### src/rtl/core/rbi_pkg.sv
// ----------------------------------------------------------------------------
// rbi_pkg
// shared types, codes and the control store of the rigid body integrator
// ----------------------------------------------------------------------------
package rbi_pkg;

    localparam int FRAC_BITS = 16;
    localparam int W         = 32;
    localparam int PC_W      = 5;

    typedef logic signed [W-1:0] t_word;
    typedef logic [PC_W-1:0]     t_pc;

    typedef enum logic [2:0] {
        CMD_IMPULSE     = 3'd0,
        CMD_ANG_IMPULSE = 3'd1,
        CMD_HALF_STEP   = 3'd2,
        CMD_FULL_STEP   = 3'd3,
        CMD_RESTART     = 3'd4
    } t_cmd;

    typedef enum logic [2:0] {
        CFG_INV_MASS    = 3'd0,
        CFG_INV_INERTIA = 3'd1,
        CFG_IS_STATIC   = 3'd2,
        CFG_START_X     = 3'd3,
        CFG_START_Y     = 3'd4,
        CFG_START_ANGLE = 3'd5
    } t_cfg_idx;

    typedef enum logic [4:0] {
        SRC_ZERO  = 5'd0,
        SRC_POS_X = 5'd1,
        SRC_POS_Y = 5'd2,
        SRC_VEL_X = 5'd3,
        SRC_VEL_Y = 5'd4,
        SRC_ROT   = 5'd5,
        SRC_SPIN  = 5'd6,
        SRC_TA    = 5'd7,
        SRC_TB    = 5'd8,
        SRC_VX    = 5'd9,
        SRC_VY    = 5'd10,
        SRC_PX    = 5'd11,
        SRC_PY    = 5'd12,
        SRC_SC    = 5'd13,
        SRC_DT    = 5'd14,
        SRC_INV_M = 5'd15,
        SRC_INV_I = 5'd16,
        SRC_ST_X  = 5'd17,
        SRC_ST_Y  = 5'd18,
        SRC_ST_A  = 5'd19,
        SRC_PROD  = 5'd20
    } t_src;

    typedef enum logic [3:0] {
        DST_NONE  = 4'd0,
        DST_POS_X = 4'd1,
        DST_POS_Y = 4'd2,
        DST_VEL_X = 4'd3,
        DST_VEL_Y = 4'd4,
        DST_ROT   = 4'd5,
        DST_SPIN  = 4'd6,
        DST_TA    = 4'd7,
        DST_TB    = 4'd8
    } t_dst;

    typedef enum logic [1:0] {
        COND_NEVER  = 2'd0,
        COND_STATIC = 2'd1,
        COND_HALF   = 2'd2
    } t_cond;

    typedef struct packed {
        t_src  mul_a;
        t_src  mul_b;
        t_src  add_x;
        t_src  add_y;
        logic  sub;
        logic  half;
        t_dst  dst;
        t_cond cond;
        t_pc   target;
        logic  last;
    } t_uword;

    localparam t_pc EP_END      = 5'd0;
    localparam t_pc EP_IMPULSE  = 5'd1;
    localparam t_pc EP_ANG      = 5'd11;
    localparam t_pc EP_STEP     = 5'd13;
    localparam t_pc EP_RESTART  = 5'd21;

    function automatic t_uword uw(t_src a, t_src b, t_src x, t_src y, logic sub,
                                  logic half, t_dst d, t_cond c, t_pc tgt,
                                  logic last);
        t_uword w;
        w.mul_a  = a;
        w.mul_b  = b;
        w.add_x  = x;
        w.add_y  = y;
        w.sub    = sub;
        w.half   = half;
        w.dst    = d;
        w.cond   = c;
        w.target = tgt;
        w.last   = last;
        return w;
    endfunction

    function automatic t_uword ucode(t_pc pc);
        t_uword w;
        unique case (pc)
            // impulse: velocity kicks, lever arm, cross product, spin kick
            5'd1:  w = uw(SRC_VX, SRC_INV_M, SRC_PX, SRC_POS_X, 1'b1, 1'b0, DST_TA,
                          COND_NEVER, EP_END, 1'b0);
            5'd2:  w = uw(SRC_VY, SRC_INV_M, SRC_VEL_X, SRC_PROD, 1'b0, 1'b0, DST_VEL_X,
                          COND_NEVER, EP_END, 1'b0);
            5'd3:  w = uw(SRC_ZERO, SRC_ZERO, SRC_VEL_Y, SRC_PROD, 1'b0, 1'b0, DST_VEL_Y,
                          COND_NEVER, EP_END, 1'b0);
            5'd4:  w = uw(SRC_ZERO, SRC_ZERO, SRC_PY, SRC_POS_Y, 1'b1, 1'b0, DST_TB,
                          COND_NEVER, EP_END, 1'b0);
            5'd5:  w = uw(SRC_ZERO, SRC_ZERO, SRC_ZERO, SRC_TB, 1'b1, 1'b0, DST_TB,
                          COND_NEVER, EP_END, 1'b0);
            5'd6:  w = uw(SRC_VX, SRC_TB, SRC_ZERO, SRC_ZERO, 1'b0, 1'b0, DST_NONE,
                          COND_NEVER, EP_END, 1'b0);
            5'd7:  w = uw(SRC_VY, SRC_TA, SRC_ZERO, SRC_PROD, 1'b0, 1'b0, DST_TB,
                          COND_NEVER, EP_END, 1'b0);
            5'd8:  w = uw(SRC_ZERO, SRC_ZERO, SRC_TB, SRC_PROD, 1'b0, 1'b0, DST_TB,
                          COND_NEVER, EP_END, 1'b0);
            5'd9:  w = uw(SRC_TB, SRC_INV_I, SRC_ZERO, SRC_ZERO, 1'b0, 1'b0, DST_NONE,
                          COND_NEVER, EP_END, 1'b0);
            5'd10: w = uw(SRC_ZERO, SRC_ZERO, SRC_SPIN, SRC_PROD, 1'b0, 1'b0, DST_SPIN,
                          COND_NEVER, EP_END, 1'b1);
            // angular impulse
            5'd11: w = uw(SRC_SC, SRC_INV_I, SRC_ZERO, SRC_ZERO, 1'b0, 1'b0, DST_NONE,
                          COND_NEVER, EP_END, 1'b0);
            5'd12: w = uw(SRC_ZERO, SRC_ZERO, SRC_SPIN, SRC_PROD, 1'b0, 1'b0, DST_SPIN,
                          COND_NEVER, EP_END, 1'b1);
            // half kick, then drift for a full step; a half step ends after the kick, a static body skips both
            5'd13: w = uw(SRC_VX, SRC_DT, SRC_ZERO, SRC_ZERO, 1'b0, 1'b0, DST_NONE,
                          COND_STATIC, EP_END, 1'b0);
            5'd14: w = uw(SRC_VY, SRC_DT, SRC_VEL_X, SRC_PROD, 1'b0, 1'b1, DST_VEL_X,
                          COND_NEVER, EP_END, 1'b0);
            5'd15: w = uw(SRC_SC, SRC_DT, SRC_VEL_Y, SRC_PROD, 1'b0, 1'b1, DST_VEL_Y,
                          COND_NEVER, EP_END, 1'b0);
            5'd16: w = uw(SRC_ZERO, SRC_ZERO, SRC_SPIN, SRC_PROD, 1'b0, 1'b1, DST_SPIN,
                          COND_HALF, EP_END, 1'b0);
            5'd17: w = uw(SRC_VEL_X, SRC_DT, SRC_ZERO, SRC_ZERO, 1'b0, 1'b0, DST_NONE,
                          COND_NEVER, EP_END, 1'b0);
            5'd18: w = uw(SRC_VEL_Y, SRC_DT, SRC_POS_X, SRC_PROD, 1'b0, 1'b0, DST_POS_X,
                          COND_NEVER, EP_END, 1'b0);
            5'd19: w = uw(SRC_SPIN, SRC_DT, SRC_POS_Y, SRC_PROD, 1'b0, 1'b0, DST_POS_Y,
                          COND_NEVER, EP_END, 1'b0);
            5'd20: w = uw(SRC_ZERO, SRC_ZERO, SRC_ROT, SRC_PROD, 1'b0, 1'b0, DST_ROT,
                          COND_NEVER, EP_END, 1'b1);
            // restart at the start pose with zero velocity and spin
            5'd21: w = uw(SRC_ZERO, SRC_ZERO, SRC_ST_X, SRC_ZERO, 1'b0, 1'b0, DST_POS_X,
                          COND_NEVER, EP_END, 1'b0);
            5'd22: w = uw(SRC_ZERO, SRC_ZERO, SRC_ST_Y, SRC_ZERO, 1'b0, 1'b0, DST_POS_Y,
                          COND_NEVER, EP_END, 1'b0);
            5'd23: w = uw(SRC_ZERO, SRC_ZERO, SRC_ST_A, SRC_ZERO, 1'b0, 1'b0, DST_ROT,
                          COND_NEVER, EP_END, 1'b0);
            5'd24: w = uw(SRC_ZERO, SRC_ZERO, SRC_ZERO, SRC_ZERO, 1'b0, 1'b0, DST_VEL_X,
                          COND_NEVER, EP_END, 1'b0);
            5'd25: w = uw(SRC_ZERO, SRC_ZERO, SRC_ZERO, SRC_ZERO, 1'b0, 1'b0, DST_VEL_Y,
                          COND_NEVER, EP_END, 1'b0);
            5'd26: w = uw(SRC_ZERO, SRC_ZERO, SRC_ZERO, SRC_ZERO, 1'b0, 1'b0, DST_SPIN,
                          COND_NEVER, EP_END, 1'b1);
            // end word, also the target of early exits
            default: w = uw(SRC_ZERO, SRC_ZERO, SRC_ZERO, SRC_ZERO, 1'b0, 1'b0, DST_NONE,
                            COND_NEVER, EP_END, 1'b1);
        endcase
        return w;
    endfunction

    function automatic t_pc entry(logic [2:0] cmd);
        t_pc pc;
        unique case (cmd)
            CMD_IMPULSE:     pc = EP_IMPULSE;
            CMD_ANG_IMPULSE: pc = EP_ANG;
            CMD_HALF_STEP:   pc = EP_STEP;
            CMD_FULL_STEP:   pc = EP_STEP;
            CMD_RESTART:     pc = EP_RESTART;
            default:         pc = EP_END;
        endcase
        return pc;
    endfunction

endpackage

### src/rtl/core/rigid_body_integrator_top.sv
// ----------------------------------------------------------------------------
// rigid_body_integrator_top
// one item at a time: the input stalls until the result beat of the last item
// is registered, while the single shared 32x32 multiplier and saturating adder
// are stepped through the control store for each command
// reset: synchronous active low, clears config, body state and handshakes
// ----------------------------------------------------------------------------
module rigid_body_integrator_top
    import rbi_pkg::*;
(
    input  logic                i_clk,
    input  logic                i_rst_n,
    input  logic                i_cfg_we,
    input  logic [2:0]          i_cfg_index,
    input  logic [W-1:0]        i_cfg_data,
    input  logic                i_in_valid,
    output logic                o_in_stall,
    input  logic [2:0]          i_command,
    input  logic signed [W-1:0] i_vec_x,
    input  logic signed [W-1:0] i_vec_y,
    input  logic signed [W-1:0] i_point_x,
    input  logic signed [W-1:0] i_point_y,
    input  logic signed [W-1:0] i_scalar_value,
    input  logic [W-2:0]        i_time_step,
    output logic                o_out_valid,
    input  logic                i_out_stall,
    output logic signed [W-1:0] o_pos_x,
    output logic signed [W-1:0] o_pos_y,
    output logic signed [W-1:0] o_vel_x,
    output logic signed [W-1:0] o_vel_y,
    output logic signed [W-1:0] o_angle,
    output logic signed [W-1:0] o_spin,
    output logic                o_saturated
);

    typedef enum logic [2:0] {
        ST_IDLE = 3'b001,
        ST_RUN  = 3'b010,
        ST_FIN  = 3'b100
    } t_state;

    typedef struct packed {
        t_word pos_x;
        t_word pos_y;
        t_word vel_x;
        t_word vel_y;
        t_word rot;
        t_word spin;
        t_word ta;
        t_word tb;
        t_word vx;
        t_word vy;
        t_word px;
        t_word py;
        t_word sc;
        t_word dt;
        t_word inv_m;
        t_word inv_i;
        t_word st_x;
        t_word st_y;
        t_word st_a;
        t_word prod;
    } t_srcs;

    localparam t_word W_MAX = {1'b0, {(W-1){1'b1}}};
    localparam t_word W_MIN = {1'b1, {(W-1){1'b0}}};

    function automatic t_word pick(t_src s, t_srcs v);
        t_word r;
        unique case (s)
            SRC_ZERO:  r = '0;
            SRC_POS_X: r = v.pos_x;
            SRC_POS_Y: r = v.pos_y;
            SRC_VEL_X: r = v.vel_x;
            SRC_VEL_Y: r = v.vel_y;
            SRC_ROT:   r = v.rot;
            SRC_SPIN:  r = v.spin;
            SRC_TA:    r = v.ta;
            SRC_TB:    r = v.tb;
            SRC_VX:    r = v.vx;
            SRC_VY:    r = v.vy;
            SRC_PX:    r = v.px;
            SRC_PY:    r = v.py;
            SRC_SC:    r = v.sc;
            SRC_DT:    r = v.dt;
            SRC_INV_M: r = v.inv_m;
            SRC_INV_I: r = v.inv_i;
            SRC_ST_X:  r = v.st_x;
            SRC_ST_Y:  r = v.st_y;
            SRC_ST_A:  r = v.st_a;
            SRC_PROD:  r = v.prod;
            default:   r = '0;
        endcase
        return r;
    endfunction

    // configuration
    logic [W-2:0] r_inv_mass;
    logic [W-2:0] r_inv_inertia;
    logic         r_is_static;
    t_word        r_start_x;
    t_word        r_start_y;
    t_word        r_start_angle;

    // body state and scratch
    t_word r_pos_x, r_pos_y, r_vel_x, r_vel_y, r_rot, r_spin;
    t_word r_ta, r_tb;

    // latched input beat
    logic [2:0]   r_cmd;
    t_word        r_vx, r_vy, r_px, r_py, r_sc;
    logic [W-2:0] r_dt;

    // sequencer
    t_state r_state, n_state;
    t_pc    r_pc, n_pc;
    logic   r_sat, n_sat;
    logic   r_out_valid, n_out_valid;
    logic   signed [2*W-1:0] r_prod;

    // output beat
    t_word r_o_pos_x, r_o_pos_y, r_o_vel_x, r_o_vel_y, r_o_rot, r_o_spin;
    logic  r_o_sat;

    t_uword                 word;
    t_srcs                  srcs;
    logic signed [2*W-1:0]  prod_full;
    logic signed [2*W-1:0]  prod_sh;
    logic                   prod_ovf;
    t_word                  prod_val;
    t_word                  mul_a, mul_b, add_x, add_y;
    logic signed [W+1:0]    sum;
    logic                   sum_ovf;
    t_word                  sum_val;
    logic                   step_sat;
    logic                   jump;
    logic                   accept;
    logic                   out_free;
    logic                   load_out;

    assign word     = ucode(r_pc);
    assign accept   = i_in_valid && (r_state == ST_IDLE);
    assign out_free = !r_out_valid || !i_out_stall;
    assign load_out = (r_state == ST_FIN) && out_free;

    assign prod_sh  = r_prod >>> FRAC_BITS;
    assign prod_ovf = !((&prod_sh[2*W-1:W-1]) || !(|prod_sh[2*W-1:W-1]));
    assign prod_val = prod_ovf ? (prod_sh[2*W-1] ? W_MIN : W_MAX) : prod_sh[W-1:0];

    always_comb begin
        srcs.pos_x = r_pos_x;
        srcs.pos_y = r_pos_y;
        srcs.vel_x = r_vel_x;
        srcs.vel_y = r_vel_y;
        srcs.rot   = r_rot;
        srcs.spin  = r_spin;
        srcs.ta    = r_ta;
        srcs.tb    = r_tb;
        srcs.vx    = r_vx;
        srcs.vy    = r_vy;
        srcs.px    = r_px;
        srcs.py    = r_py;
        srcs.sc    = r_sc;
        srcs.dt    = {1'b0, r_dt};
        srcs.inv_m = {1'b0, r_inv_mass};
        srcs.inv_i = {1'b0, r_inv_inertia};
        srcs.st_x  = r_start_x;
        srcs.st_y  = r_start_y;
        srcs.st_a  = r_start_angle;
        srcs.prod  = prod_val;
    end

    always_comb begin
        mul_a = pick(word.mul_a, srcs);
        mul_b = pick(word.mul_b, srcs);
        add_x = pick(word.add_x, srcs);
        add_y = pick(word.add_y, srcs);
        if (word.half) begin
            add_y = add_y >>> 1;
        end
    end

    assign prod_full = mul_a * mul_b;

    always_comb begin
        if (word.sub) begin
            sum = (W+2)'(add_x) - (W+2)'(add_y);
        end else begin
            sum = (W+2)'(add_x) + (W+2)'(add_y);
        end
        sum_ovf  = !((&sum[W+1:W-1]) || !(|sum[W+1:W-1]));
        sum_val  = sum_ovf ? (sum[W+1] ? W_MIN : W_MAX) : sum[W-1:0];
        step_sat = (word.dst != DST_NONE)
                   && (sum_ovf || ((word.add_y == SRC_PROD) && prod_ovf));
    end

    always_comb begin
        unique case (word.cond)
            COND_NEVER:  jump = 1'b0;
            COND_STATIC: jump = r_is_static;
            COND_HALF:   jump = (r_cmd == CMD_HALF_STEP);
            default:     jump = 1'b0;
        endcase
    end

    always_comb begin
        n_state     = r_state;
        n_pc        = r_pc;
        n_sat       = r_sat;
        n_out_valid = r_out_valid;
        if (r_out_valid && !i_out_stall) begin
            n_out_valid = 1'b0;
        end
        unique case (r_state)
            ST_IDLE: begin
                if (accept) begin
                    n_state = ST_RUN;
                    n_pc    = entry(i_command);
                    n_sat   = 1'b0;
                end
            end
            ST_RUN: begin
                n_sat = r_sat || step_sat;
                if (jump) begin
                    n_pc = word.target;
                end else if (word.last) begin
                    n_state = ST_FIN;
                end else begin
                    n_pc = t_pc'(r_pc + 1'b1);
                end
            end
            ST_FIN: begin
                if (out_free) begin
                    n_state     = ST_IDLE;
                    n_out_valid = 1'b1;
                end
            end
            default: n_state = ST_IDLE;
        endcase
    end

    always_ff @(posedge i_clk) begin
        if (!i_rst_n) begin
            r_state     <= ST_IDLE;
            r_pc        <= EP_END;
            r_sat       <= 1'b0;
            r_out_valid <= 1'b0;
        end else begin
            r_state     <= n_state;
            r_pc        <= n_pc;
            r_sat       <= n_sat;
            r_out_valid <= n_out_valid;
        end
    end

    always_ff @(posedge i_clk) begin
        if (!i_rst_n) begin
            r_inv_mass    <= '0;
            r_inv_inertia <= '0;
            r_is_static   <= 1'b0;
            r_start_x     <= '0;
            r_start_y     <= '0;
            r_start_angle <= '0;
        end else if (i_cfg_we) begin
            unique case (i_cfg_index)
                CFG_INV_MASS:    r_inv_mass    <= i_cfg_data[W-2:0];
                CFG_INV_INERTIA: r_inv_inertia <= i_cfg_data[W-2:0];
                CFG_IS_STATIC:   r_is_static   <= i_cfg_data[0];
                CFG_START_X:     r_start_x     <= i_cfg_data;
                CFG_START_Y:     r_start_y     <= i_cfg_data;
                CFG_START_ANGLE: r_start_angle <= i_cfg_data;
                default: ;
            endcase
        end
    end

    always_ff @(posedge i_clk) begin
        if (!i_rst_n) begin
            r_pos_x <= '0;
            r_pos_y <= '0;
            r_vel_x <= '0;
            r_vel_y <= '0;
            r_rot   <= '0;
            r_spin  <= '0;
        end else if (r_state == ST_RUN) begin
            unique case (word.dst)
                DST_POS_X: r_pos_x <= sum_val;
                DST_POS_Y: r_pos_y <= sum_val;
                DST_VEL_X: r_vel_x <= sum_val;
                DST_VEL_Y: r_vel_y <= sum_val;
                DST_ROT:   r_rot   <= sum_val;
                DST_SPIN:  r_spin  <= sum_val;
                default: ;
            endcase
        end
    end

    always_ff @(posedge i_clk) begin
        r_prod <= prod_full;
        if (r_state == ST_RUN) begin
            if (word.dst == DST_TA) begin
                r_ta <= sum_val;
            end
            if (word.dst == DST_TB) begin
                r_tb <= sum_val;
            end
        end
        if (accept) begin
            r_cmd <= i_command;
            r_vx  <= i_vec_x;
            r_vy  <= i_vec_y;
            r_px  <= i_point_x;
            r_py  <= i_point_y;
            r_sc  <= i_scalar_value;
            r_dt  <= i_time_step;
        end
        if (load_out) begin
            r_o_pos_x <= r_pos_x;
            r_o_pos_y <= r_pos_y;
            r_o_vel_x <= r_vel_x;
            r_o_vel_y <= r_vel_y;
            r_o_rot   <= r_rot;
            r_o_spin  <= r_spin;
            r_o_sat   <= r_sat;
        end
    end

    assign o_in_stall  = (r_state != ST_IDLE);
    assign o_out_valid = r_out_valid;
    assign o_pos_x     = r_o_pos_x;
    assign o_pos_y     = r_o_pos_y;
    assign o_vel_x     = r_o_vel_x;
    assign o_vel_y     = r_o_vel_y;
    assign o_angle     = r_o_rot;
    assign o_spin      = r_o_spin;
    assign o_saturated = r_o_sat;

endmodule

### config.mk
export PLATFORM = sky130hd
export DESIGN_NAME = rigid_body_integrator_top
export DESIGN_NICKNAME = d
export VERILOG_FILES = /design/src/rtl/core/rbi_pkg.sv /design/src/rtl/core/rigid_body_integrator_top.sv
export SDC_FILE = /design/constraint.sdc
export NUM_CORES = 2
export LEC_CHECK = 0
export BUFFER_PORTS_ARGS = -buffer_cell sky130_fd_sc_hd__buf_2
export CORE_UTILIZATION = 40
export DETAILED_ROUTE_END_ITERATION = 10
export PLACE_DENSITY_LB_ADDON = 0.05
export SLEW_MARGIN = 10
export SYNTH_ARGS = -nofsm -noshare
export SYNTH_HDL_FRONTEND = slang
export SYNTH_SLANG_ARGS = --single-unit
export TNS_END_PERCENT = 5
### constraint.sdc
create_clock -name i_clk -period 16.1 [get_ports i_clk]
set_clock_uncertainty 0.1 [all_clocks]
set_input_delay 1.61 -clock i_clk [delete_from_list [all_inputs] [get_ports i_clk]]
set_output_delay 1.61 -clock i_clk [all_outputs]
set_load 0.05 [all_outputs]
==> results.json <==
{
  "yosys.area.top_type": "fa_1",
  "vias": 69600,
  "grt_setup_unrepaired": "no",
  "path_common_cell": "fa_1",
  "wl_per_cell_um": 36.8,
  "first_global_vias": 69100,
  "io_buffers": 428,
  "initial_core_util_pct": 40.2,
  "place_ws_ns": 4.30,
  "cp_max_fo": 20,
  "drv_slew": 0,
  "wirelength_um": 407000,
  "num_rows": 161,
  "synth_commonest_cells": "1174 x nand2_1, 1107 x inv_1, 1083 x fa_1, 683 x nor2_1, 451 x edfxtp_1",
  "cts_setup_buffers": 0,
  "dieArea_um2": 196000,
  "synth_top_family_by_area": "adder cells",
  "r2r_slack_ns": 3.84,
  "syn_area_um2": 77500,
  "fin_ws_ns": 3.84,
  "critPathKind": "flip-flop to flip-flop",
  "cts_tree": "built",
  "r2r_cells": 31,
  "cpMaxStageDelayCell": "or3_1",
  "reg2reg_to": "r_prod[56]",
  "core_um2": 193000,
  "largest_reg_flops": 48,
  "dr.pass1.iters": 10,
  "postSynthAreaPerCell_um2": 9.52,
  "min_period_ns": 12.26,
  "antenna_left": 0,
  "min_path_type": "flip-flop to flip-flop",
  "endpoint_kind": "flip-flop",
  "async_flop_share_pct": 0,
  "antenna_found_initial": 53,
  "r2r_start": "word[29]",
  "clkSlewWorstSetupHoldPaths_ns": 0.06,
  "ys_ff_latch": 886,
  "synth-warning-count": 0,
  "ios": 429,
  "synth_edf_count": 451,
  "crit_arrival_ns": 12.79,
  "synth_simple_gate_area_share_pct": 14.0,
  "overflow": 0,
  "cts-root-buf": "clkbuf_16",
  "relSlewSlack_pct": 4.84,
  "timing.setup.tns_ns": 0,
  "critPathLaunchType": "flip-flop",
  "p_per_area_nw_per_um2": 120,
  "cts_resized": 0,
  "die_y_um": 442,
  "routed_via_density": 6.30,
  "setup_violations": 0,
  "clock-sinks": 886,
  "grt_pass1_wl_um": 559000,
  "fin_util_pct": 45.0,
  "clkLatencyLatePin_ns": 0.78,
  "cp.required_ns": 16.63,
  "ys_types": 98,
  "drt_iter0_markers": 9775,
  "synth_compound_area_share_pct": 15.2,
  "hp-start": "r_sat",
  "worst_pin_slew_ns": 1.42,
  "yosys.area_share.xor_xnor_pct": 1.25,
  "hold_viol": 0,
  "clk_path_buf_depth": 3,
  "chipWidth_um": 442,
  "yosysSeqAreaShare_pct": 28.7,
  "slowest_delay_ns": 0.96,
  "min_to": "o_saturated",
  "syn2layout_area_growth_pct": 11.8,
  "fin_nets": 9945,
  "synthAdderAreaFrac_pct": 31.6,
  "synth_area_leaders": "fa_1 28%, edfxtp_1 17%, dfxtp_1 11%, nand2_1 5.7%, inv_1 5.4%",
  "drv_cap": 0,
  "place_congestion": 1.04,
  "max_flop_register": "r_prod",
  "status": "finished clean",
  "period_share_pct": 76.2,
  "drive_gt1_share_pct": 12.5,
  "synth-main-ff-cell": "edfxtp_1",
  "cts_hold_repair.buffers": 0,
  "stdcell_area_um2": 86700,
  "ir_drop_uv": 127,
  "yosys.area.top_type_share_pct": 28.0,
  "muxShareOfSynthArea_pct": 1.23,
  "place_area_um2": 83400,
  "syn_nets": 9678,
  "whs_path_depth": 0,
  "grtUsageTotal_pct": 41.1,
  "cts_buffers": 94,
  "synth_most_common_cell": "nand2_1",
  "syn_inst": 8138,
  "drc_errors": 0,
  "grt_max_degree": 117,
  "htree_levels": 3,
  "fmax_mhz": 81.6,
  "power_leakage_uw": 0.0371,
  "dp_hpwl_um": 299000
}
-- cell type report --
class                      instances  area, µm²
antenna                           34       85.1
clock buffer                     126       2610
clock inverter                    52        563
fill                           18800     106000
inverter                        1110       4170
multi-input combinational       5627      49700
sequential                       886      22300
tap                             2526       3160
timing repair buffer             686       4110
-- worst max-delay path by stage --
stage                          start         end  slack (ns)  cells after the start
final                       word[29]  r_prod[56]        3.84                     31
after global routing        word[30]  r_prod[56]        3.69                     31
after CTS                   word[29]  r_prod[56]        4.24                     31
after detailed placement    word[29]  r_prod[56]        4.30                     31
after global placement      word[29]  r_prod[56]        4.54                     31
after floorplan           i_in_valid     word[8]        3.73                     14
-- critical path: cells and delay by family, from the launching register on --
kind | cells | cell delay [ns]
AOI/OAI and AO/OA | 10 | 3.25
DFF | 1 | 0.88
adders and majority gates | 9 | 4.38
and+or+nand+nor | 6 | 2.75
buffers and inverters | 6 | 0.70
-- where the power goes --
part | internal, µW | switching [µW] | total [µW]
Clock | 1260 | 1040 | 2300
Combinational | 1580 | 3680 | 5260
Sequential | 2610 | 212 | 2820
Total | 5450 | 4930 | 10400
-- cells in the final DEF (no fill, tap or decap), types with 70 or more instances in the layout --
cell | Yosys | routed
nand2_1 | 1174 | 1173
inv_1 | 1107 | 1107
fa_1 | 1083 | 1083
nor2_1 | 683 | 654
edfxtp_1 | 451 | 451
dfxtp_1 | 435 | 431
buf_2 | 18 | 427
a22oi_1 | 379 | 379
o21ai_0 | 284 | 284
buf_4 | 10 | 256
ha_1 | 223 | 223
a21oi_1 | 207 | 206
a21boi_0 | 163 | 163
a22o_1 | 112 | 112
nand3_1 | 105 | 101
clkbuf_16 | 0 | 96
a221oi_1 | 90 | 84
nand4_1 | 70 | 70
-- logic make-up (layout without fill, tap and decap cells) --
logic type                 count (synthesis)  in the layout
muxes                                     83             83
and+or+nand+nor                         2476           2476
buffers and inverters                   1625           1974
AOI/OAI and AO/OA                       1649           1649
DFF                                      886            886
other                                      0             34
adders and majority gates               1310           1310
xor gates and xnor gates                 109            109
-- per-layer routing --
metal / GRT usage [%] / vias up / wire (µm)
met5: 0.757 / - / 376
met4: 24.3 / 40 / 29900
met3: 13.3 / 1226 / 46900
met2: 60.2 / 4719 / 172000
met1: 53.0 / 35800 / 158000
li1: - / 27800 / -
-- through the flow --
stage | hold WS [ns] | power, µW | instances
global placement | 0.311 | 7940 | 10800
finish | 0.338 | 10400 | 11000
CTS | 0.332 | 10300 | 11000
detailed placement | 0.316 | 7950 | 10800
floorplan | 0.302 | 5860 | 8138
global route | 0.353 | 10800 | 11000
(Power assumes the default switching activity.)
